--- src/hdl/rbfo_pkg.sv ---
package rbfo_pkg;

    // Fixed widths of the transfer fields and configuration registers.
    localparam int DATA_W  = 32;
    localparam int CAP_W   = 7;
    localparam int PADDR_W = 3;
    localparam int PDATA_W = 32;

    // Reset values of the configuration registers.
    localparam logic [CAP_W-1:0] CAP_RESET       = 7'd64;
    localparam logic             OVERWRITE_RESET = 1'b0;

    // Register index as decoded from the word address bit.
    localparam logic REG_CAPACITY  = 1'b0;
    localparam logic REG_OVERWRITE = 1'b1;

    // Request kinds.
    localparam logic REQ_READ  = 1'b0;
    localparam logic REQ_WRITE = 1'b1;

    // Status codes returned with every result.
    typedef enum logic [1:0] {
        ST_OK    = 2'd0,
        ST_FULL  = 2'd1,
        ST_EMPTY = 2'd2
    } status_t;

    // One result item.
    typedef struct packed {
        status_t             status;
        logic [DATA_W-1:0]   read_data;
        logic                dropped_oldest;
    } result_t;

endpackage

--- src/hdl/rbfo_store.sv ---
module rbfo_store #(
    parameter int DEPTH        = 64,
    parameter int ELEMENT_BITS = 32,
    parameter int IW           = 6
) (
    input  logic                    clk,
    input  logic                    we,
    input  logic [IW-1:0]           waddr,
    input  logic [ELEMENT_BITS-1:0] wdata,
    input  logic [IW-1:0]           rd_addr,
    output logic [ELEMENT_BITS-1:0] head_data
);

    logic [ELEMENT_BITS-1:0] mem [DEPTH];
    logic [ELEMENT_BITS-1:0] head_reg;

    // Slot write port.
    always_ff @(posedge clk)
    begin
        if (we)
        begin
            mem[waddr] <= wdata;
        end
    end

    // Prefetch of the entry at the next read index, with forwarding of a
    // write that lands in the same slot on the same edge.
    always_ff @(posedge clk)
    begin
        if (we && (waddr == rd_addr))
        begin
            head_reg <= wdata;
        end
        else
        begin
            head_reg <= mem[rd_addr];
        end
    end

    assign head_data = head_reg;

endmodule

--- src/hdl/rbfo_ctrl.sv ---
module rbfo_ctrl #(
    parameter int DEPTH        = 64,
    parameter int ELEMENT_BITS = 32,
    parameter int IW           = 6
) (
    input  logic                        clk,
    input  logic                        rst_n,
    input  logic                        accept,
    input  logic                        req_type,
    input  logic [rbfo_pkg::CAP_W-1:0]  capacity_slots,
    input  logic                        overwrite_mode,
    input  logic [ELEMENT_BITS-1:0]     head_data,
    output logic                        we,
    output logic [IW-1:0]               waddr,
    output logic [IW-1:0]               rd_next,
    output rbfo_pkg::result_t           result
);

    localparam int DW = $clog2(DEPTH + 1);
    localparam int SW = (DW > rbfo_pkg::CAP_W) ? DW : rbfo_pkg::CAP_W;

    logic [IW-1:0] rd_idx_reg;
    logic [IW-1:0] rd_idx_next;
    logic [IW-1:0] wr_idx_reg;
    logic [IW-1:0] wr_idx_next;
    logic [SW-1:0] cap_ext;
    logic [SW-1:0] eff_slots;
    logic [IW-1:0] adv_rd;
    logic [IW-1:0] adv_wr;
    logic          empty;
    logic          full;

    // Step an index by one, wrapping at the slot count in use.
    function automatic logic [IW-1:0] advance(input logic [IW-1:0] idx,
                                              input logic [SW-1:0] slots);
        logic [SW-1:0] n;
        n = SW'(idx) + SW'(1);
        if (n >= slots)
        begin
            return '0;
        end
        return n[IW-1:0];
    endfunction

    // Slot count in use, saturated to the range of two up to the depth.
    always_comb
    begin
        cap_ext = SW'(capacity_slots);
        if (cap_ext < SW'(2))
        begin
            eff_slots = SW'(2);
        end
        else if (cap_ext > SW'(DEPTH))
        begin
            eff_slots = SW'(DEPTH);
        end
        else
        begin
            eff_slots = cap_ext;
        end
    end

    // Ring occupancy.
    assign adv_rd = advance(rd_idx_reg, eff_slots);
    assign adv_wr = advance(wr_idx_reg, eff_slots);
    assign empty  = (rd_idx_reg == wr_idx_reg);
    assign full   = (adv_wr == rd_idx_reg);

    // Request handling: index updates, store write and result.
    always_comb
    begin
        rd_idx_next           = rd_idx_reg;
        wr_idx_next           = wr_idx_reg;
        we                    = 1'b0;
        result.status         = rbfo_pkg::ST_OK;
        result.read_data      = '0;
        result.dropped_oldest = 1'b0;
        if (req_type == rbfo_pkg::REQ_READ)
        begin
            if (empty)
            begin
                result.status = rbfo_pkg::ST_EMPTY;
            end
            else
            begin
                result.read_data = rbfo_pkg::DATA_W'(head_data);
                rd_idx_next      = accept ? adv_rd : rd_idx_reg;
            end
        end
        else
        begin
            if (full && !overwrite_mode)
            begin
                result.status = rbfo_pkg::ST_FULL;
            end
            else
            begin
                if (full)
                begin
                    result.dropped_oldest = 1'b1;
                    rd_idx_next           = accept ? adv_rd : rd_idx_reg;
                end
                we          = accept;
                wr_idx_next = accept ? adv_wr : wr_idx_reg;
            end
        end
    end

    assign waddr   = wr_idx_reg;
    assign rd_next = rd_idx_next;

    // Read and write indices.
    always_ff @(posedge clk or negedge rst_n)
    begin
        if (!rst_n)
        begin
            rd_idx_reg <= '0;
            wr_idx_reg <= '0;
        end
        else
        begin
            rd_idx_reg <= rd_idx_next;
            wr_idx_reg <= wr_idx_next;
        end
    end

    // A refused write must leave the write index alone.
    assert property (@(posedge clk) disable iff (!rst_n)
        (accept && req_type == rbfo_pkg::REQ_WRITE && full && !overwrite_mode)
        |=> $stable(wr_idx_reg))
    else $error("write index moved on a refused write");

    // A read of an empty ring must leave the read index alone.
    assert property (@(posedge clk) disable iff (!rst_n)
        (accept && req_type == rbfo_pkg::REQ_READ && empty)
        |=> $stable(rd_idx_reg))
    else $error("read index moved on an empty read");

    // A drop only happens on a write to a full ring in overwrite mode.
    assert property (@(posedge clk) disable iff (!rst_n)
        (accept && result.dropped_oldest)
        |-> (req_type == rbfo_pkg::REQ_WRITE && full && overwrite_mode))
    else $error("oldest entry dropped without a full overwrite");

endmodule

--- src/hdl/rbfo_outbuf.sv ---
module rbfo_outbuf (
    input  logic              clk,
    input  logic              rst_n,
    input  logic              in_valid,
    output logic              in_stall,
    input  rbfo_pkg::result_t in_result,
    output logic              out_valid,
    input  logic              out_stall,
    output rbfo_pkg::result_t out_result
);

    logic              out_valid_reg;
    logic              skid_valid_reg;
    rbfo_pkg::result_t out_data_reg;
    rbfo_pkg::result_t skid_data_reg;
    logic              accept;
    logic              out_move;

    assign in_stall = skid_valid_reg;
    assign accept   = in_valid && !skid_valid_reg;
    assign out_move = !out_valid_reg || !out_stall;

    // Valid flags of the output register and the skid entry.
    always_ff @(posedge clk or negedge rst_n)
    begin
        if (!rst_n)
        begin
            out_valid_reg  <= 1'b0;
            skid_valid_reg <= 1'b0;
        end
        else if (out_move)
        begin
            out_valid_reg  <= skid_valid_reg || accept;
            skid_valid_reg <= 1'b0;
        end
        else if (accept)
        begin
            skid_valid_reg <= 1'b1;
        end
    end

    // Result payloads.
    always_ff @(posedge clk)
    begin
        if (out_move)
        begin
            if (skid_valid_reg)
            begin
                out_data_reg <= skid_data_reg;
            end
            else if (accept)
            begin
                out_data_reg <= in_result;
            end
        end
        else if (accept)
        begin
            skid_data_reg <= in_result;
        end
    end

    assign out_valid  = out_valid_reg;
    assign out_result = out_data_reg;

    // The skid entry is only used behind a held output transfer.
    assert property (@(posedge clk) disable iff (!rst_n)
        skid_valid_reg |-> out_valid_reg)
    else $error("skid entry held while output register is empty");

    // A transfer taken while the output is stalled lands in the skid entry.
    assert property (@(posedge clk) disable iff (!rst_n)
        (accept && out_valid_reg && out_stall) |=> skid_valid_reg)
    else $error("transfer lost behind a stalled output");

    // A pending skid entry moves forward as soon as the output drains.
    assert property (@(posedge clk) disable iff (!rst_n)
        (skid_valid_reg && !out_stall) |=> (out_valid_reg && !skid_valid_reg))
    else $error("skid entry not forwarded after the output drained");

endmodule

--- src/hdl/ring_buffer_fifo_overwrite.sv ---
// Circular FIFO with an optional overwrite of the oldest entry.
// Request channel: in_valid / in_stall with req_type (read or write) and
// write_data. Result channel: out_valid / out_stall with status, read_data
// and dropped_oldest; every accepted request yields exactly one result.
// Registers on the APB port: capacity_slots at byte address 0 and
// overwrite_mode at byte address 4. Write them only while the block is idle.
// Each result is registered before it is offered. Throughput is one request
// per cycle while in_stall is low, set by the single slot memory whose read
// port prefetches the entry at the next read index every cycle.
// The ring holds at most the slot count in use minus one entries.
// Reset clears both indices, sets capacity_slots to 64, turns overwrite off
// and empties the output buffer; the slot memory is not cleared.
// When the receiver stalls, the current result is held and one more result
// goes into a skid entry; in_stall rises only while that entry is occupied.
module ring_buffer_fifo_overwrite #(
    parameter int DEPTH        = 64,
    parameter int ELEMENT_BITS = 32
) (
    input  logic                             clk,
    input  logic                             rst_n,
    input  logic                             in_valid,
    output logic                             in_stall,
    input  logic                             req_type,
    input  logic [rbfo_pkg::DATA_W-1:0]      write_data,
    output logic                             out_valid,
    input  logic                             out_stall,
    output logic [1:0]                       status,
    output logic [rbfo_pkg::DATA_W-1:0]      read_data,
    output logic                             dropped_oldest,
    input  logic                             psel,
    input  logic                             penable,
    input  logic                             pwrite,
    input  logic [rbfo_pkg::PADDR_W-1:0]     paddr,
    input  logic [rbfo_pkg::PDATA_W-1:0]     pwdata,
    output logic [rbfo_pkg::PDATA_W-1:0]     prdata,
    output logic                             pready
);

    localparam int IW = $clog2(DEPTH);

    logic [rbfo_pkg::CAP_W-1:0] cap_reg;
    logic                       overwrite_reg;
    logic                       cfg_write;
    logic                       accept;
    logic                       we;
    logic [IW-1:0]              waddr;
    logic [IW-1:0]              rd_next;
    logic [ELEMENT_BITS-1:0]    head_data;
    logic [ELEMENT_BITS-1:0]    store_wdata;
    rbfo_pkg::result_t          step_result;
    rbfo_pkg::result_t          out_result;

    // Configuration registers.
    assign pready    = 1'b1;
    assign cfg_write = psel && penable && pwrite && pready;

    always_ff @(posedge clk or negedge rst_n)
    begin
        if (!rst_n)
        begin
            cap_reg       <= rbfo_pkg::CAP_RESET;
            overwrite_reg <= rbfo_pkg::OVERWRITE_RESET;
        end
        else if (cfg_write)
        begin
            case (paddr[2])
                rbfo_pkg::REG_CAPACITY:  cap_reg       <= pwdata[rbfo_pkg::CAP_W-1:0];
                rbfo_pkg::REG_OVERWRITE: overwrite_reg <= pwdata[0];
                default:                 cap_reg       <= cap_reg;
            endcase
        end
    end

    // Register readback.
    always_comb
    begin
        case (paddr[2])
            rbfo_pkg::REG_CAPACITY:  prdata = rbfo_pkg::PDATA_W'(cap_reg);
            rbfo_pkg::REG_OVERWRITE: prdata = rbfo_pkg::PDATA_W'(overwrite_reg);
            default:                 prdata = '0;
        endcase
    end

    // Request transfer.
    assign accept      = in_valid && !in_stall;
    assign store_wdata = ELEMENT_BITS'(write_data);

    rbfo_ctrl #(
        .DEPTH        (DEPTH),
        .ELEMENT_BITS (ELEMENT_BITS),
        .IW           (IW)
    ) u_ctrl (
        .clk            (clk),
        .rst_n          (rst_n),
        .accept         (accept),
        .req_type       (req_type),
        .capacity_slots (cap_reg),
        .overwrite_mode (overwrite_reg),
        .head_data      (head_data),
        .we             (we),
        .waddr          (waddr),
        .rd_next        (rd_next),
        .result         (step_result)
    );

    rbfo_store #(
        .DEPTH        (DEPTH),
        .ELEMENT_BITS (ELEMENT_BITS),
        .IW           (IW)
    ) u_store (
        .clk       (clk),
        .we        (we),
        .waddr     (waddr),
        .wdata     (store_wdata),
        .rd_addr   (rd_next),
        .head_data (head_data)
    );

    rbfo_outbuf u_outbuf (
        .clk        (clk),
        .rst_n      (rst_n),
        .in_valid   (in_valid),
        .in_stall   (in_stall),
        .in_result  (step_result),
        .out_valid  (out_valid),
        .out_stall  (out_stall),
        .out_result (out_result)
    );

    // Result fields.
    assign status         = out_result.status;
    assign read_data      = out_result.read_data;
    assign dropped_oldest = out_result.dropped_oldest;

endmodule

--- config.mk ---
export PLATFORM = sky130hd
export DESIGN_NAME = ring_buffer_fifo_overwrite
export DESIGN_NICKNAME = d
export VERILOG_FILES = /design/src/hdl/rbfo_pkg.sv /design/src/hdl/rbfo_store.sv /design/src/hdl/rbfo_ctrl.sv /design/src/hdl/rbfo_outbuf.sv /design/src/hdl/ring_buffer_fifo_overwrite.sv
export SDC_FILE = /design/constraint.sdc
export NUM_CORES = 2
export LEC_CHECK = 0
export BUFFER_PORTS_ARGS = -buffer_cell sky130_fd_sc_hd__buf_4
export CORE_MARGIN = 5
export CORE_UTILIZATION = 40
export CTS_CLUSTER_SIZE = 24
export DETAILED_ROUTE_END_ITERATION = 7
export PLACE_DENSITY_LB_ADDON = 0.3
export SLEW_MARGIN = 20
export SYNTH_ARGS = -nofsm -noshare
export SYNTH_HDL_FRONTEND = slang
export SYNTH_SLANG_ARGS = --single-unit
--- constraint.sdc ---
create_clock -name clk -period 21.2 [get_ports clk]
set_clock_uncertainty 0.1 [all_clocks]
set_input_delay 3.18 -clock clk [delete_from_list [all_inputs] [get_ports clk]]
set_output_delay 3.18 -clock clk [all_outputs]
set_load 0.02 [all_outputs]
* Yosys cells after proc, flatten, opt, wreduce, memory -nomap -nowiden
Memories as Yosys holds them, arrays and structs flattened. A register that Yosys moved wholly into a read port is not among the register bits.
Index checks and enable logic that the tools add are counted.
** Cells by class
- Reductions and logical operators :: 17
- Magnitude comparators :: 4
- Eq/ne operators :: 2
- Bitwise gates (word level) :: 3
- Add/subtract/negate cells :: 2
- Muxes and demuxes :: 30
** Operator list (number)
- $mux W35 :: 2
- $mux W32 :: 2
- $pmux W32 S2 :: 1
- $mux W6 :: 9
- $add A6 B1 Y7 const B :: 2
- $ge A7 B7 Y1 :: 2
- $mux W7 :: 2
- $eq A6 B6 Y1 :: 2
- $mux W1 :: 12
- $reduce_and A2 Y1 :: 4
- $gt A7 B7 Y1 const B :: 1
- $lt A7 B2 Y1 const B :: 1
- $logic_and A1 B1 Y1 :: 4
- $logic_not A1 Y1 :: 4
- $mux W2 :: 2
- $reduce_bool A2 Y1 :: 2
- $not A1 Y1 :: 3
- $reduce_and A3 Y1 :: 1
- $logic_or A1 B1 Y1 :: 2
** Storage, ports and cells
- Register bits after elaboration :: 92
- Memories kept :: 1
- Input bits :: 75
- Memory bits (writable) :: 2048
- Output and inout bits :: 70
- Logic and storage cells :: 71
** Memory list
- u_store.mem :: depth 64, bits a word 32, rd ports 1, clocked after memory_dff 1, wr ports 1, line rbfo_store.sv:14 : logic [ELEMENT_BITS-1:0] mem [DEPTH];

* Depth between registers and ports, before layout
- Depth in word-level cells :: 12
- Mapped depth :: 15
- Mapped depth without buffers :: 11

* By module
From an unflattened synthesis, not the netlist that was laid out.
** Unflattened totals
- Cell total of the unflattened synthesis :: 3676
- Area, all modules :: 82900.8 sq um
** By module, submodules not included
- rbfo_store :: area each 77994.8 sq um, times used 1, cells an instance 3298, sequential area each 61619.1 sq um
- rbfo_outbuf :: area each 2643.8 sq um, times used 1, cells an instance 115, sequential area each 2152.1 sq um
- rbfo_ctrl :: area each 1667.8 sq um, times used 1, cells an instance 209, sequential area each 300.3 sq um
- ring_buffer_fifo_overwrite :: area each 594.3 sq um, times used 1, cells an instance 54, sequential area each 201.4 sq um

* Least setup slack after synthesis
Ideal clock, no wire load.
- Path kind :: input-to-reg
- Start point :: input port in_valid
- End point :: memory u_store.mem[62][0] (enable)
- Setup slack :: 13385 ps
- Required time :: 20587 ps
- Buffers on the path :: 0
- Stages on the path :: 4
- Setup time :: 513 ps
- Data arrival time :: 7201 ps
- Cell sequence :: nor2b_1 > and2_1 > o2111ai_1 > nor4b_1
** Between the ends
- Longest elaborated chain between the ends :: 5
** RTL lines
- from (decl) :: line ring_buffer_fifo_overwrite.sv:21 : input logic in_valid,
- $logic_and A1 B1 Y1 :: line ring_buffer_fifo_overwrite.sv:85 : assign accept = in_valid && !in_stall;
- $mux W1 :: line rbfo_ctrl.sv:92 : if (full && !overwrite_mode)
- $mux W1 :: line rbfo_ctrl.sv:78 : if (req_type == rbfo_pkg::REQ_READ)
- $mux W1 :: line rbfo_store.sv:20 : if (we)
- $mux W1 (not written as such) :: line rbfo_store.sv:22 : mem[waddr] <= wdata;
- to (decl) :: line rbfo_store.sv:14
Every way passes these cells.

* Worst setup path in the final report
- Start point :: input port paddr[2] (netlist bit)
- End point :: output port prdata[0] (netlist bit)
** Between the ends
- Longest elaborated chain between the ends :: 2
** RTL lines
- from (decl) :: line ring_buffer_fifo_overwrite.sv:33 : input logic [rbfo_pkg::PADDR_W-1:0] paddr,
- $not A1 Y1 (no line)
- $pmux W32 S2 * :: line ring_buffer_fifo_overwrite.sv:77 : case (paddr[2])
- to (decl) :: line ring_buffer_fifo_overwrite.sv:35 : output logic [rbfo_pkg::PDATA_W-1:0] prdata,
Mark *: on every way between the ends. The rest lies on a longest branch, timed or not. The select of a mux whose other input is x is not followed.

==> summary.md <==
| Metric | Value |
|---|---|
| Post-layout util | `a little under half` |
| Post-Syn Area | `0.0831 mm^2` |
| Hold Buf Count CTS | `0` |
| Post-route design area | `0.0941 mm^2` |
| Commonest cells after routing, fill and taps aside | `edfxtp_1 (2118), mux4_2 (585), clkbuf_16 (215)` |
| RSZ-0062 raised after global routing | `false` |
| Share of cells above drive strength 1 | `30.2%` |
| # fillers | `about 17000` |
| Max-slew violations | `0` |
| HP Class | `flop to flop` |
| Clk slew on worst S/H paths | `0.07 ns` |
| Nets | `3902` |
| Vias per cell | `slightly below 6` |
| Post-synthesis sequential area ratio | `between 70% and 80%` |
| CTS Buf Count | `approximately 210` |
| IO Pins | `between 100 and 150` |
| Post-Place Cell Area | `0.0875 mm^2` |
| Static leakage | `29.1 nW` |
| Initial antenna violation count | `12` |
| Cell variety after synth | `a little under 70` |
| Max FFs per register | `2048` |
| Worst Path Required | `17.92 ns` |
| Startpoint Class | `input port` |
| TritonCTS Sinks | `2146` |
| Global-route wire length before repair | `roughly 300000 um` |
| Port bufs | `between 90 and 100` |
| Synth top area share | `76.5%` |
| Area grow syn2layout | `13.2%` |
| Synth top area cells | `edfxtp_1 (77%), mux4_2 (16%), mux2i_1 (1.2%)` |
| Element type at the critical path end | `output pin` |
| Total track usage | `between 10% and 20%` |
| H-tree Lvls | `4` |
| Total number of vias | `approximately 40000` |
| Iter 0 DRT Violations | `4697` |
| WS Path Type | `input port to output pin` |
| Max clock buf depth | `3` |
| Peak supply drop | `0.0913 mV` |
| Post-cts resize count | `0` |
| Commonest non-fill, non-tap cell in the layout | `edfxtp_1` |
| Syn avg cell area | `23.1 um^2` |
| Max-cap viol count | `0` |
| 1st-pass router iterations | `6` |
| FMAX | `141 MHz` |
| Status | `finished, final reports clean` |
| Slew HR | `19.1%` |
| Clock tree root buffer cell | `clkbuf_16` |
| Slew @ Worst Pin | `~1.2 ns` |
| DRC viols | `0` |
| CTS tree | `built` |
| Synth Register Bits | `2146` |
| Starting Density | `around two fifths` |
| Detail Route Antenna Nets | `0` |
| CP arrival | `3.80 ns` |
| Final WL | `211000 um` |
| Fin crit share | `33.4%` |
| Detail Placement HPWL | `108000 um` |
| Post-route minimum period | `7.08 ns` |
| Post-synth EDFFs | `around 2100` |
| Top FF cell, synth | `edfxtp_1` |
| Overflow left after global routing | `0` |
| Largest area contributor in the netlist | `edfxtp_1` |
| Post-route setup TNS | `0 ns` |
| Die height | `466 um` |
| Floorplan Core Area | `0.207 mm^2` |
| Vias in the first global route | `39712` |
| Final Hold Viols | `0` |
| Routability cong. | `0.759` |
| YS warnings | `0` |
| Final setup viols | `0` |
| Cell Pwr Density | `121 mW/mm^2` |
| Clk_lat worst skew | `0.85 ns` |
| Largest net degree at the start of global routing | `95` |
| Site Rows | `approximately 170` |
| CP Max Fanout | `9` |
| Mean routed wirelength per cell | `roughly 32 um` |
| Synth Instances | `3592` |
| Ys async rst share | `1.03%` |
| Die X | `466 um` |
| Number of post-CTS setup repair buffers | `0` |
| Die area | `0.217 mm^2` |
## critical path: stages
cell    delay (ns)
buf_4         0.13
mux2_2        0.33
buf_4         0.16
## path summary, 6_finish.rpt
kind                            slack, ns                       to  cells after the start                        from
worst max-delay path                14.12                prdata[0]                      3                    paddr[2]
min in group asynchronous            2.13               cap_reg[3]                      1                       rst_n
max in group asynchronous           18.59               cap_reg[6]                      1                       rst_n
worst min-delay path                 0.44  u_outbuf.out_result[26]                      1  u_outbuf.skid_data_reg[26]
worst max register to register      15.18       u_store.mem[62][8]                     11             u_ctrl.waddr[0]
worst min register to register       0.44  u_outbuf.out_result[26]                      1  u_outbuf.skid_data_reg[26]
## cell usage after synthesis, drive strengths merged, types with 8 or more instances
cell	number
nand2b	13
nand3	11
nand2	79
dfrtp	21
nor2b	17
o22ai	18
and2	9
buf	152
nor2	90
a21oi	26
o211ai	9
xnor2	9
mux2i	103
nor3	18
clkbuf	70
o21ai	18
xor2	8
mux2	50
edfxtp	2118
and3	11
ha	16
mux4	585
o221ai	11
a211oi	26
## metal layers
metal / routed length, um / track usage, % / vias up
li1: - / - / 15738
met1: 84700 / 26.1 / 21291
met2: 104000 / 31.6 / 1571
met3: 16700 / 4.38 / 289
met4: 5680 / 5.77 / 2
met5: 7 / 0 / -
## cells by family (layout without fill, tap and decap cells)
logic type / count (synthesis) / after routing / synth area share, %
AO/OA/AOI/OAI: 170 / 170 / 1.49
buffers and inverters: 230 / 601 / 1.46
other: 2 / 31 / 0.00903
multiplexers: 738 / 738 / 17.8
AND/OR/NAND/NOR: 273 / 273 / 1.53
XOR/XNOR: 17 / 17 / 0.179
flip-flops: 2146 / 2146 / 77.3
adder cells (fa/ha/maj): 16 / 16 / 0.241
## power by group
part	switching, mW	total (mW)	internal, mW	leakage (nW)
Combinational	1.59	2.91	1.31	6.46
Clock	1.58	3.57	1.99	3.20
Sequential	0.100	4.88	4.78	19.4
Total	3.27	11.4	8.09	29.1
## metrics by stage
stage | std cells | power (mW) | hold WS [ns] | worst slack [ns]
2_1_floorplan | 3616 | 6.90 | 0.390 | 13.39
3_3_place_gp | 6302 | 7.89 | 0.422 | 14.12
3_5_place_dp | 6302 | 7.90 | 0.425 | 14.12
4_1_cts | 6691 | 11.4 | 0.445 | 14.12
5_1_grt | 6694 | 11.8 | 0.458 | 14.09
6_report | 6696 | 11.4 | 0.437 | 14.12
## layout make-up
type                            instances  area, um^2  share of cell area [%]
Antenna cell                            5        12.5                  0.0133
Clock buffer                          265        5570                    5.92
Clock inverter                        124        1020                    1.09
Inverter                                8        32.5                  0.0346
Multi-Input combinational cell       1240       18200                    19.4
Sequential cell                      2146       64300                    68.3
Tap cell                             2704        3380                    3.60
Timing Repair Buffer                  204        1560                    1.65
(Power assumes the default switching activity.)
